$ cat src/rtl/bss_pkg.sv
`timescale 1ns / 1ps
// ----------------------------------------------------------------------------
// Byte set statistics package
// Shared types and constants for the sorting chain, its controller and the
// mean divider.
// ----------------------------------------------------------------------------
package bss_pkg;

	localparam int BYTE_W   = 8;
	localparam int TOTAL_W  = 7;
	localparam int STEP_W   = 3;
	localparam logic [BYTE_W-1:0] MIN_RESET = 8'hFF;

	typedef logic [BYTE_W-1:0] byte_t;

	typedef enum logic [1:0] {
		ST_COLLECT,
		ST_SCAN,
		ST_DIVIDE
	} bss_state_t;

	typedef enum logic [1:0] {
		CELL_HOLD,
		CELL_INSERT,
		CELL_SHIFT
	} cell_op_t;

	typedef struct packed {
		cell_op_t op;
		byte_t    sample;
	} cell_ctrl_t;

endpackage

$ cat src/rtl/bss_in_if.sv
`timescale 1ns / 1ps
// ----------------------------------------------------------------------------
// Byte set statistics sample channel
// Carries one sample and its end-of-set mark per transaction.
// ----------------------------------------------------------------------------
interface bss_in_if;
	logic       valid;
	logic       ready;
	logic [7:0] sample;
	logic       last_item;

	modport source (output valid, output sample, output last_item, input ready);
	modport sink (input valid, input sample, input last_item, output ready);
endinterface

$ cat src/rtl/bss_out_if.sv
`timescale 1ns / 1ps
// ----------------------------------------------------------------------------
// Byte set statistics result channel
// Carries the statistics of one complete data set per transaction.
// ----------------------------------------------------------------------------
interface bss_out_if;
	logic       valid;
	logic       ready;
	logic [7:0] mean_value;
	logic [7:0] median_value;
	logic [7:0] maximum_value;
	logic [7:0] minimum_value;
	logic [6:0] item_total;
	logic       overflowed;

	modport source (output valid, output mean_value, output median_value,
		output maximum_value, output minimum_value, output item_total,
		output overflowed, input ready);
	modport sink (input valid, input mean_value, input median_value,
		input maximum_value, input minimum_value, input item_total,
		input overflowed, output ready);
endinterface

$ cat src/rtl/bss_cell.sv
`timescale 1ns / 1ps
// ----------------------------------------------------------------------------
// Byte set statistics sorting cell
// One entry of the descending insertion chain. It keeps its value, takes the
// new sample, or takes the value of a neighbour.
// ----------------------------------------------------------------------------
module bss_cell (
	input  logic               clk,
	input  bss_pkg::cell_ctrl_t ctrl,
	input  logic               occupied,
	input  logic               prev_ge,
	input  bss_pkg::byte_t     prev_value,
	input  bss_pkg::byte_t     next_value,
	output bss_pkg::byte_t     value,
	output logic               ge
);
	import bss_pkg::*;

	byte_t value_q;

	assign value = value_q;
	assign ge    = occupied && (value_q >= ctrl.sample);

	always_ff @(posedge clk) begin
		case (ctrl.op)
			CELL_INSERT: begin
				if (!ge) begin
					if (prev_ge) begin
						value_q <= ctrl.sample;
					end else begin
						value_q <= prev_value;
					end
				end
			end
			CELL_SHIFT: begin
				value_q <= next_value;
			end
			default: begin
				value_q <= value_q;
			end
		endcase
	end
endmodule

$ cat src/rtl/bss_divider.sv
`timescale 1ns / 1ps
// ----------------------------------------------------------------------------
// Byte set statistics mean divider
// Restoring divider that yields one quotient bit per cycle. The quotient of
// a sum of bytes by their count always fits in one byte.
// ----------------------------------------------------------------------------
module bss_divider #(
	parameter int SUM_W = 14,
	parameter int CNT_W = 7
) (
	input  logic                 clk,
	input  logic                 arst_n,
	input  logic                 start,
	input  logic [SUM_W-1:0]     dividend,
	input  logic [CNT_W-1:0]     divisor,
	output logic                 busy,
	output bss_pkg::byte_t       quotient
);
	import bss_pkg::*;

	logic [SUM_W-1:0]  rem_q;
	logic [SUM_W-1:0]  den_q;
	byte_t             quo_q;
	logic [STEP_W-1:0] step_q;
	logic              busy_q;
	logic              fits;

	assign fits     = rem_q >= den_q;
	assign busy     = busy_q;
	assign quotient = quo_q;

	always_ff @(posedge clk or negedge arst_n) begin
		if (!arst_n) begin
			busy_q <= 1'b0;
			step_q <= '0;
		end else if (start) begin
			busy_q <= 1'b1;
			step_q <= '0;
		end else if (busy_q) begin
			step_q <= step_q + 1'b1;
			if (step_q == STEP_W'(BYTE_W - 1)) begin
				busy_q <= 1'b0;
			end
		end
	end

	always_ff @(posedge clk) begin
		if (start) begin
			rem_q <= dividend;
			den_q <= SUM_W'({divisor, {(BYTE_W-1){1'b0}}});
			quo_q <= '0;
		end else if (busy_q) begin
			if (fits) begin
				rem_q <= rem_q - den_q;
			end
			den_q <= den_q >> 1;
			quo_q <= {quo_q[BYTE_W-2:0], fits};
		end
	end
endmodule

$ cat src/rtl/byte_set_statistics.sv
`timescale 1ns / 1ps
// ----------------------------------------------------------------------------
// Byte set statistics
// Keeps the samples of a data set sorted in a chain of cells and reports
// mean, median, maximum, minimum, count and overflow mark after the last sample.
// ----------------------------------------------------------------------------
// Usage:
// Samples arrive on the samples channel, one byte per transaction, with
// last_item marking the final sample of a set. While a set is collected the
// block takes one sample per cycle; each sample is inserted into the
// descending chain in the cycle of its transaction. Samples that arrive when
// MAX_ITEMS are already stored are dropped and the result reports overflowed.
// After the marked sample the chain shifts towards its head until the middle
// entries have been read, and then the mean divider runs, one quotient bit per
// cycle. The result is then registered on the results channel, and the next
// set may start at once. If the receiver stalls, the result waits in its
// register; the next set is collected meanwhile and its result waits until the
// register is free. Reset clears the count, sum, extremes and the result
// valid; the chain itself needs no clearing.
// ----------------------------------------------------------------------------
module byte_set_statistics #(
	parameter int MAX_ITEMS = 64
) (
	input logic       clk,
	input logic       arst_n,
	bss_in_if.sink    samples,
	bss_out_if.source results
);
	import bss_pkg::*;

	localparam int CNT_W = $clog2(MAX_ITEMS + 1);
	localparam int SUM_W = BYTE_W + CNT_W;
	localparam logic [CNT_W-1:0] FULL = CNT_W'(MAX_ITEMS);

	bss_state_t state_q, state_d;

	logic [CNT_W-1:0] count_q;
	logic [SUM_W-1:0] sum_q;
	byte_t            max_q;
	byte_t            min_q;
	logic             drop_q;
	logic [CNT_W-1:0] scan_q;
	byte_t            prev_q;
	byte_t            median_q;

	logic             out_valid_q;
	byte_t            mean_q;
	byte_t            median_out_q;
	byte_t            max_out_q;
	byte_t            min_out_q;
	logic [TOTAL_W-1:0] total_q;
	logic             overflow_q;

	logic             accept;
	logic             store;
	logic             at_mid;
	logic             out_free;
	logic             finish;
	logic             div_start;
	logic             div_busy;
	byte_t            quotient;
	logic [BYTE_W:0]  pair_sum;
	cell_ctrl_t       ctrl;

	byte_t cell_value [MAX_ITEMS];
	logic  cell_ge    [MAX_ITEMS];

	assign accept   = samples.valid && samples.ready;
	assign store    = accept && (count_q != FULL);
	assign at_mid   = scan_q == (count_q >> 1);
	assign out_free = !out_valid_q || results.ready;
	assign pair_sum = {1'b0, prev_q} + {1'b0, cell_value[0]};

	// Next state.
	always_comb begin
		state_d = state_q;
		unique case (state_q)
			ST_COLLECT: begin
				if (accept && samples.last_item) begin
					state_d = ST_SCAN;
				end
			end
			ST_SCAN: begin
				if (at_mid) begin
					state_d = ST_DIVIDE;
				end
			end
			ST_DIVIDE: begin
				if (!div_busy && out_free) begin
					state_d = ST_COLLECT;
				end
			end
			default: begin
				state_d = ST_COLLECT;
			end
		endcase
	end

	// Controls.
	always_comb begin
		samples.ready = 1'b0;
		ctrl.op       = CELL_HOLD;
		ctrl.sample   = samples.sample;
		div_start     = 1'b0;
		finish        = 1'b0;
		unique case (state_q)
			ST_COLLECT: begin
				samples.ready = 1'b1;
				if (store) begin
					ctrl.op = CELL_INSERT;
				end
			end
			ST_SCAN: begin
				if (at_mid) begin
					div_start = 1'b1;
				end else begin
					ctrl.op = CELL_SHIFT;
				end
			end
			ST_DIVIDE: begin
				finish = !div_busy && out_free;
			end
			default: begin
				samples.ready = 1'b0;
			end
		endcase
	end

	for (genvar i = 0; i < MAX_ITEMS; i++) begin : g_cell
		localparam logic [CNT_W-1:0] IDX = CNT_W'(i);
		logic  prev_ge;
		byte_t prev_value;
		byte_t next_value;

		if (i == 0) begin : g_head
			assign prev_ge    = 1'b1;
			assign prev_value = samples.sample;
		end else begin : g_body
			assign prev_ge    = cell_ge[i-1];
			assign prev_value = cell_value[i-1];
		end

		if (i == MAX_ITEMS - 1) begin : g_tail
			assign next_value = '0;
		end else begin : g_inner
			assign next_value = cell_value[i+1];
		end

		bss_cell u_cell (
			.clk        (clk),
			.ctrl       (ctrl),
			.occupied   (IDX < count_q),
			.prev_ge    (prev_ge),
			.prev_value (prev_value),
			.next_value (next_value),
			.value      (cell_value[i]),
			.ge         (cell_ge[i])
		);
	end

	bss_divider #(
		.SUM_W (SUM_W),
		.CNT_W (CNT_W)
	) u_divider (
		.clk      (clk),
		.arst_n   (arst_n),
		.start    (div_start),
		.dividend (sum_q),
		.divisor  (count_q),
		.busy     (div_busy),
		.quotient (quotient)
	);

	always_ff @(posedge clk or negedge arst_n) begin
		if (!arst_n) begin
			state_q <= ST_COLLECT;
			count_q <= '0;
			sum_q   <= '0;
			max_q   <= '0;
			min_q   <= MIN_RESET;
			drop_q  <= 1'b0;
			scan_q  <= '0;
		end else begin
			state_q <= state_d;
			if (finish) begin
				count_q <= '0;
				sum_q   <= '0;
				max_q   <= '0;
				min_q   <= MIN_RESET;
				drop_q  <= 1'b0;
			end else if (store) begin
				count_q <= count_q + 1'b1;
				sum_q   <= sum_q + SUM_W'(samples.sample);
				if (samples.sample > max_q) begin
					max_q <= samples.sample;
				end
				if (samples.sample < min_q) begin
					min_q <= samples.sample;
				end
			end else if (accept) begin
				drop_q <= 1'b1;
			end
			if (state_q == ST_SCAN) begin
				scan_q <= scan_q + 1'b1;
			end else begin
				scan_q <= '0;
			end
		end
	end

	// The head of the chain holds entry scan_q while the chain drains.
	always_ff @(posedge clk) begin
		if (state_q == ST_SCAN) begin
			prev_q <= cell_value[0];
			if (at_mid) begin
				if (count_q[0]) begin
					median_q <= cell_value[0];
				end else begin
					median_q <= pair_sum[BYTE_W:1];
				end
			end
		end
	end

	always_ff @(posedge clk or negedge arst_n) begin
		if (!arst_n) begin
			out_valid_q <= 1'b0;
		end else if (finish) begin
			out_valid_q <= 1'b1;
		end else if (results.ready) begin
			out_valid_q <= 1'b0;
		end
	end

	always_ff @(posedge clk) begin
		if (finish) begin
			mean_q       <= quotient;
			median_out_q <= median_q;
			max_out_q    <= max_q;
			min_out_q    <= min_q;
			total_q      <= TOTAL_W'(count_q);
			overflow_q   <= drop_q;
		end
	end

	assign results.valid         = out_valid_q;
	assign results.mean_value    = mean_q;
	assign results.median_value  = median_out_q;
	assign results.maximum_value = max_out_q;
	assign results.minimum_value = min_out_q;
	assign results.item_total    = total_q;
	assign results.overflowed    = overflow_q;
endmodule

$ cat src/flat_wrapper.sv
// flat-port wrapper written by rule: the top's interface ports become plain ports
module byte_set_statistics_flat import bss_pkg::*;
#(
	parameter int MAX_ITEMS = 64
)
  (clk, arst_n, samples_valid, samples_sample, samples_last_item, samples_ready, results_valid, results_mean_value, results_median_value, results_maximum_value, results_minimum_value, results_item_total, results_overflowed, results_ready);
  bss_in_if samples_i ();
  bss_out_if results_i ();
  input logic clk;
  input logic arst_n;
  input wire logic [$bits(samples_i.valid)-1:0] samples_valid;
  input wire logic [$bits(samples_i.sample)-1:0] samples_sample;
  input wire logic [$bits(samples_i.last_item)-1:0] samples_last_item;
  output wire logic [$bits(samples_i.ready)-1:0] samples_ready;
  output wire logic [$bits(results_i.valid)-1:0] results_valid;
  output wire logic [$bits(results_i.mean_value)-1:0] results_mean_value;
  output wire logic [$bits(results_i.median_value)-1:0] results_median_value;
  output wire logic [$bits(results_i.maximum_value)-1:0] results_maximum_value;
  output wire logic [$bits(results_i.minimum_value)-1:0] results_minimum_value;
  output wire logic [$bits(results_i.item_total)-1:0] results_item_total;
  output wire logic [$bits(results_i.overflowed)-1:0] results_overflowed;
  input wire logic [$bits(results_i.ready)-1:0] results_ready;
  assign samples_i.valid = samples_valid;
  assign samples_i.sample = samples_sample;
  assign samples_i.last_item = samples_last_item;
  assign samples_ready = samples_i.ready;
  assign results_valid = results_i.valid;
  assign results_mean_value = results_i.mean_value;
  assign results_median_value = results_i.median_value;
  assign results_maximum_value = results_i.maximum_value;
  assign results_minimum_value = results_i.minimum_value;
  assign results_item_total = results_i.item_total;
  assign results_overflowed = results_i.overflowed;
  assign results_i.ready = results_ready;
  byte_set_statistics #(.MAX_ITEMS(MAX_ITEMS)) u_core (.clk(clk), .arst_n(arst_n), .samples(samples_i), .results(results_i));
endmodule
$ cat config.mk
export PLATFORM = sky130hd
export DESIGN_NAME = byte_set_statistics_flat
export DESIGN_NICKNAME = d
export VERILOG_FILES = /design/src/rtl/bss_pkg.sv /design/src/rtl/bss_in_if.sv /design/src/rtl/bss_out_if.sv /design/src/rtl/bss_cell.sv /design/src/rtl/bss_divider.sv /design/src/rtl/byte_set_statistics.sv /design/src/flat_wrapper.sv
export SDC_FILE = /design/constraint.sdc
export NUM_CORES = 2
export LEC_CHECK = 0
export ABC_AREA = 0
export BUFFER_PORTS_ARGS = -buffer_cell sky130_fd_sc_hd__buf_2
export CAP_MARGIN = 5
export CORE_MARGIN = 3
export CORE_UTILIZATION = 60
export DETAILED_ROUTE_END_ITERATION = 7
export GPL_ROUTABILITY_DRIVEN = 0
export PLACE_DENSITY_LB_ADDON = 0.12
export SLEW_MARGIN = 20
export SYNTH_ARGS = -nofsm -noshare
export SYNTH_HDL_FRONTEND = slang
export SYNTH_HIERARCHICAL = 1
export SYNTH_SLANG_ARGS = --single-unit
$ cat constraint.sdc
create_clock -name clk -period 5.3 [get_ports clk]
set_clock_uncertainty 0.2 [all_clocks]
set_input_delay 0 -clock clk [delete_from_list [all_inputs] [get_ports clk]]
set_output_delay 0 -clock clk [all_outputs]
set_load 0.01 [all_outputs]
=== Yosys cells after proc, flatten, opt, wreduce, memory -nomap -nowiden ===
Index checks and enable logic that the tools add are counted.

* Flip-flop bits (word level): 658
* Input bits: 13
* Output and inout bits: 42
* Logic and storage cells: 677

* $add $sub $neg: 6
* $lt $le $gt $ge: 131
* Equal/unequal tests: 75
* Muxes and demuxes: 229
* Reductions and logical operators: 150

{| class="wikitable"
|+ Operator list
! cell !! count
|-
| two-way mux 8 bit || 134
|-
| case mux 8 bit (2 select lines) || 64
|-
| greater-or-equal comparator 8 bit || 64
|-
| less-than comparator 6 x 7 -> 1 bit (first input constant) || 32
|-
| AND reduction 2 bit || 69
|-
| != test 2 bit (second input constant) || 65
|-
| less-than comparator 5 x 7 -> 1 bit (first input constant) || 16
|-
| two-way mux 15 bit || 5
|-
| logical AND 1 bit || 68
|-
| less-than comparator 4 x 7 -> 1 bit (first input constant) || 8
|-
| less-than comparator 3 x 7 -> 1 bit (first input constant) || 4
|-
| two-way mux 14 bit || 2
|-
| two-way mux 7 bit || 3
|-
| nonzero test 2 bit || 8
|-
| adder 15 x 8 -> 15 bit || 1
|-
| greater-or-equal comparator 15 x 14 -> 1 bit || 1
|-
| subtractor 15 x 14 -> 15 bit || 1
|-
| adder 7 x 1 -> 7 bit (second input constant) || 2
|-
| less-than comparator 1 x 7 -> 1 bit (first input constant) || 2
|-
| less-than comparator 2 x 7 -> 1 bit (first input constant) || 2
|-
| two-way mux 1 bit || 13
|-
| adder 8 x 8 -> 9 bit || 1
|-
| greater-than comparator 8 bit || 1
|-
| less-than comparator 8 bit || 1
|-
| 15 further kinds || 24
|}

=== Logic depth before layout (Yosys ltp) ===
* Depth after elaboration: 9
* Gate-level depth with buffers: 11
* Depth with buffers taken out: 10

=== Hierarchy ===
The synthesis kept the hierarchy.

{| class="wikitable"
|+ By module, submodules not included
! module !! times used !! cells each !! area an instance (um2) !! sequential area each (um2)
|-
| bss_cell || 64 || 65 || 629.4 || 240.2
|-
| byte_set_statistics || 1 || 529 || 5560.3 || 2917.8
|-
| bss_divider || 1 || 235 || 2356.0 || 1061.0
|}

=== Worst setup path after synthesis ===
No wires, ideal clock.

* Kind: register to register
* Start point: register u_core.count_q[2]
* End point: register u_core.g_cell[0].u_cell.value_q[0] (enable)
* Library setup time: 381 ps
* Arrival time: 4162 ps
* Data required time: 4719 ps
* Setup slack: 557 ps
* Stages on the path, launching flop included: 9
* Buffers on the path: 2
* Clock period less this slack: 4743 ps
* Path through: dfrtp_1 clkbuf_1 xor2_1 nor4_1 nor2_1 nor2b_1 buf_2 nor2_1 o41ai_2

{| class="wikitable"
|+ RTL lines
! what !! RTL line !! text
|-
| start: declaration || byte_set_statistics.sv:37 || <nowiki>logic [CNT_W-1:0] count_q;</nowiki>
|-
| start signal: assignment || byte_set_statistics.sv:192 || <nowiki>count_q <= count_q + 1'b1;</nowiki>
|-
| end signal: assignment || bss_cell.sv:29 || <nowiki>value_q <= ctrl.sample;</nowiki>
|-
| end signal: assignment || bss_cell.sv:31 || <nowiki>value_q <= prev_value;</nowiki>
|-
| end signal: assignment || bss_cell.sv:36 || <nowiki>value_q <= next_value;</nowiki>
|-
| end: declaration || bss_cell.sv:19 || <nowiki>byte_t value_q;</nowiki>
|}

=== Final worst setup path ===
* Start point: register u_core.count_q[1]
* End point: register u_core.g_cell[47].u_cell.value_q[2] (enable)

* Word-level cells in the longest chain between the ends: 7
* Elaborated cells between the ends (all ways): 13
* Those cells by class: order compare: 1; eq/ne: 5; mux: 3; reduce/logical: 4

{| class="wikitable"
|+ Ends and longest elaborated chain
! what !! RTL line !! text
|-
| != test 7 bit || byte_set_statistics.sv:69 || <nowiki>assign store = accept && (count_q != FULL);</nowiki>
|-
| logical AND 1 bit || byte_set_statistics.sv:69 ||
|-
| two-way mux 1 bit || byte_set_statistics.sv:109 || <nowiki>if (store) begin</nowiki>
|-
| case mux 2 bit (2 select lines) || byte_set_statistics.sv:106 || <nowiki>unique case (state_q)</nowiki>
|-
| == test 2 x 1 -> 1 bit / == test 2 bit (equally long branches) || bss_cell.sv:25 || <nowiki>case (ctrl.op)</nowiki>
|-
| != test 2 bit (no source line) / nonzero test 2 bit (equally long branches) || - ||
|-
| AND reduction 2 bit (no source line) * || - ||
|-
| end signal: assignment || bss_cell.sv:29 ||
|-
| end signal: assignment || bss_cell.sv:31 ||
|-
| end signal: assignment || bss_cell.sv:36 ||
|-
| end: declaration || bss_cell.sv:19 ||
|}

Every way passes the cells marked *; elsewhere a longest branch is shown, timed or not.
A chain may end at the register's enable or synchronous reset.

==> run metrics <==
filler cell count=about 6,400; CTS Buffer Depth=3; initial antenna violation count=0; Worst Hold Class=input port to flop; RSZ-0062 raised after global routing=false; crit path max fanout=between 60 and 70; first-pass GRT wire length=around 190,000 um; die height=around 290 um; crit path kind=flop to flop; worst path required time=approximately 5.3 ns; Avg Inst Size Synth=9.788 um2; total grt overflow=0; max incr delay on CP=roughly 0.71 ns; critical path arrival=4.27 ns; Static Leakage=21.39 nW; Core ar.=between 70,000 and 80,000 um2; drc violations=0; Wirelength per Cell=roughly 20 um; TritonRoute pass-1 iters=6; pwr dens=between 600 and 700 nW/um2; CP bufs+invs=3; CTS clock-pin slew for the worst setup and hold paths=about 0.06 ns; I/O pin total=between 50 and 60; full die area=between 80,000 and 90,000 um2; Rows=around 100; min Tclk post-route=about 4.2 ns; hpwl dp=approximately 87,000 um; Post-CTS Resized=0; Via-to-Cell Ratio=6.043; share of cells above drive strength 1=7.709%; crit end category=flop; worst skew pair latency=~0.64 ns; Routed Antenna Nets=0; Post-CTS Setup Bufs=0; Max Fclk=roughly 0.24 GHz; CTS tree=yes; DRC marker count from the first detailed-route iteration=between 3,000 and 4,000; final hold vios=0; Layout area overhead=8.421%; number of diodes=0; slowest CP cell=nor2b_1; synthesized cell area=48,180 um2; Num CTS Buffers=76; outcome=complete, no violations; setup TNS=0 ns; Starting Density=around three fifths; vias in the first global route=35,594; Yosys warnings=6; Slew @ Worst Pin=between 1 and 1.5 ns; H-tree levels=3; Slew headroom=23.63%; CTS Root Cell=clkbuf_16; total clock sinks=between 600 and 700; nets=roughly 5,600; Total GRT Usage=between 20% and 30%; post-place setup slack=1.132 ns; number of port buffers=54; worst-case vdd ir drop=0.0003968 V; vias=around 37,000; CP top delay family=simple AND/OR/NAND/NOR gates; post-route setup slack=~1.1 ns; Setup crit start kind=flop; Slew Viols, Final=0; Syn Inst Count=about 5,000; die width=about 290 um; Routed Wire Length=roughly 120,000 um; period utilisation layout=around 80%; multi-input combinational cell area=about 26,000 um2; largest net degree at the start of global routing=78; Reg area=roughly 19,000 um2; worst path cell trace=inv_1, ha_1, nor4bb_2, nand2_2, nand2_4, clkinv_4, buf_12, nor2b_1, nor2_1, o41ai_2; Final setup violation count=0; maxcap violations=0; CTS Hold Bufs=15
## metal layers
layer,wire length (um),vias up,share of wire (%),track usage (%)
met2,57010,1115,46,47.79
li1,-,17843,-,-
met3,7309,214,5.9,3.690
met4,3266,0,2.7,8.884
met1,55280,17668,45,39.95
met5,0,-,0,0
## worst register-to-register path: stages, from the launching register on
cell and delay [ns]:
dfrtp_1 0.50, inv_1 0.21, ha_1 0.17, nor4bb_2 0.34, nand2_2 0.11, nand2_4 0.18
clkinv_4 0.55, buf_12 0.49, nor2b_1 0.72, nor2_1 0.15, o41ai_2 0.20
## power breakdown
part           internal [W]  switching [W]  leakage, nW
Combinational       0.00555        0.00844         13.7
Clock               0.00284        0.00220         1.16
Sequential           0.0103        0.00276         6.51
## layout make-up
cell class,instances,share of cell area (%)
sequential,658,37.05
clock inverter,41,0.6155
tap,1050,2.515
multi-input combinational,3548,49.72
inverter,566,4.076
clock buffer,97,3.892
timing repair buffer,136,2.139
## per-stage QoR
stage                     total power, W  instances  hold WS [ns]  cell area, um2  utilization, %
after floorplan                  0.02250       4930       -0.4956           48210               -
after global placement           0.02635       5943     -0.008716           49740           62.75
after detailed placement         0.02692       5943      -0.01181           49740           62.75
after CTS                        0.03208       6096      0.006723           52240           65.92
after global routing             0.03466       6096       0.08991           52240           65.92
final                            0.03215       6096       0.07867           52240           65.92
## cells in the final DEF (no fill, tap or decap), types with 64 or more instances in the layout
master / instances
nor2_1: 322
nor3_1: 69
ha_1: 561
nand2b_1: 139
nor2b_1: 68
inv_1: 563
o21ai_0: 628
a31oi_1: 65
nand2_1: 598
a211oi_1: 72
edfxtp_1: 590
mux2i_1: 545
clkbuf_16: 78
o41ai_2: 64
nand4_1: 70
a211o_1: 66
## state kept, by name, indices dropped and copies added (netlist names)
signal / flops
u_core/results.overflowed: 1
u_core/u_divider/step_q: 3
u_core/g_cell.u_cell/value: 512
u_core/results.item_total: 7
u_core/max_q: 8
u_core/median_q: 8
u_core/count_q: 7
u_core/u_divider/rem_q: 15
u_core/scan_q: 7
u_core/sum_q: 15
u_core/drop_q: 1
u_core/results.median_value: 8
u_core/u_divider/busy: 1
u_core/u_divider/den_q: 14
u_core/u_divider/quotient: 8
u_core/results.maximum_value: 8
u_core/results.minimum_value: 8
u_core/state_q: 2
u_core/prev_q: 8
u_core/results.mean_value: 8
u_core/results.valid: 1
u_core/min_q: 8
## path summary, 6_finish.rpt
kind | from | to | slack, ns | cells past startpoint
max reg2reg | u_core/count_q[1] | u_core/g_cell[47].u_cell/value[2] | 1.06 | 10
min | results_ready | u_core/results.valid | 0.08 | 4
max | u_core/count_q[1] | u_core/g_cell[47].u_cell/value[2] | 1.06 | 10
max in group asynchronous | arst_n | u_core/sum_q[14] | 4.05 | 4
min reg2reg | u_core/median_q[4] | u_core/results.median_value[4] | 0.22 | 0
min in group asynchronous | arst_n | u_core/sum_q[0] | 0.38 | 4
Power figures use the tool's default switching activity.
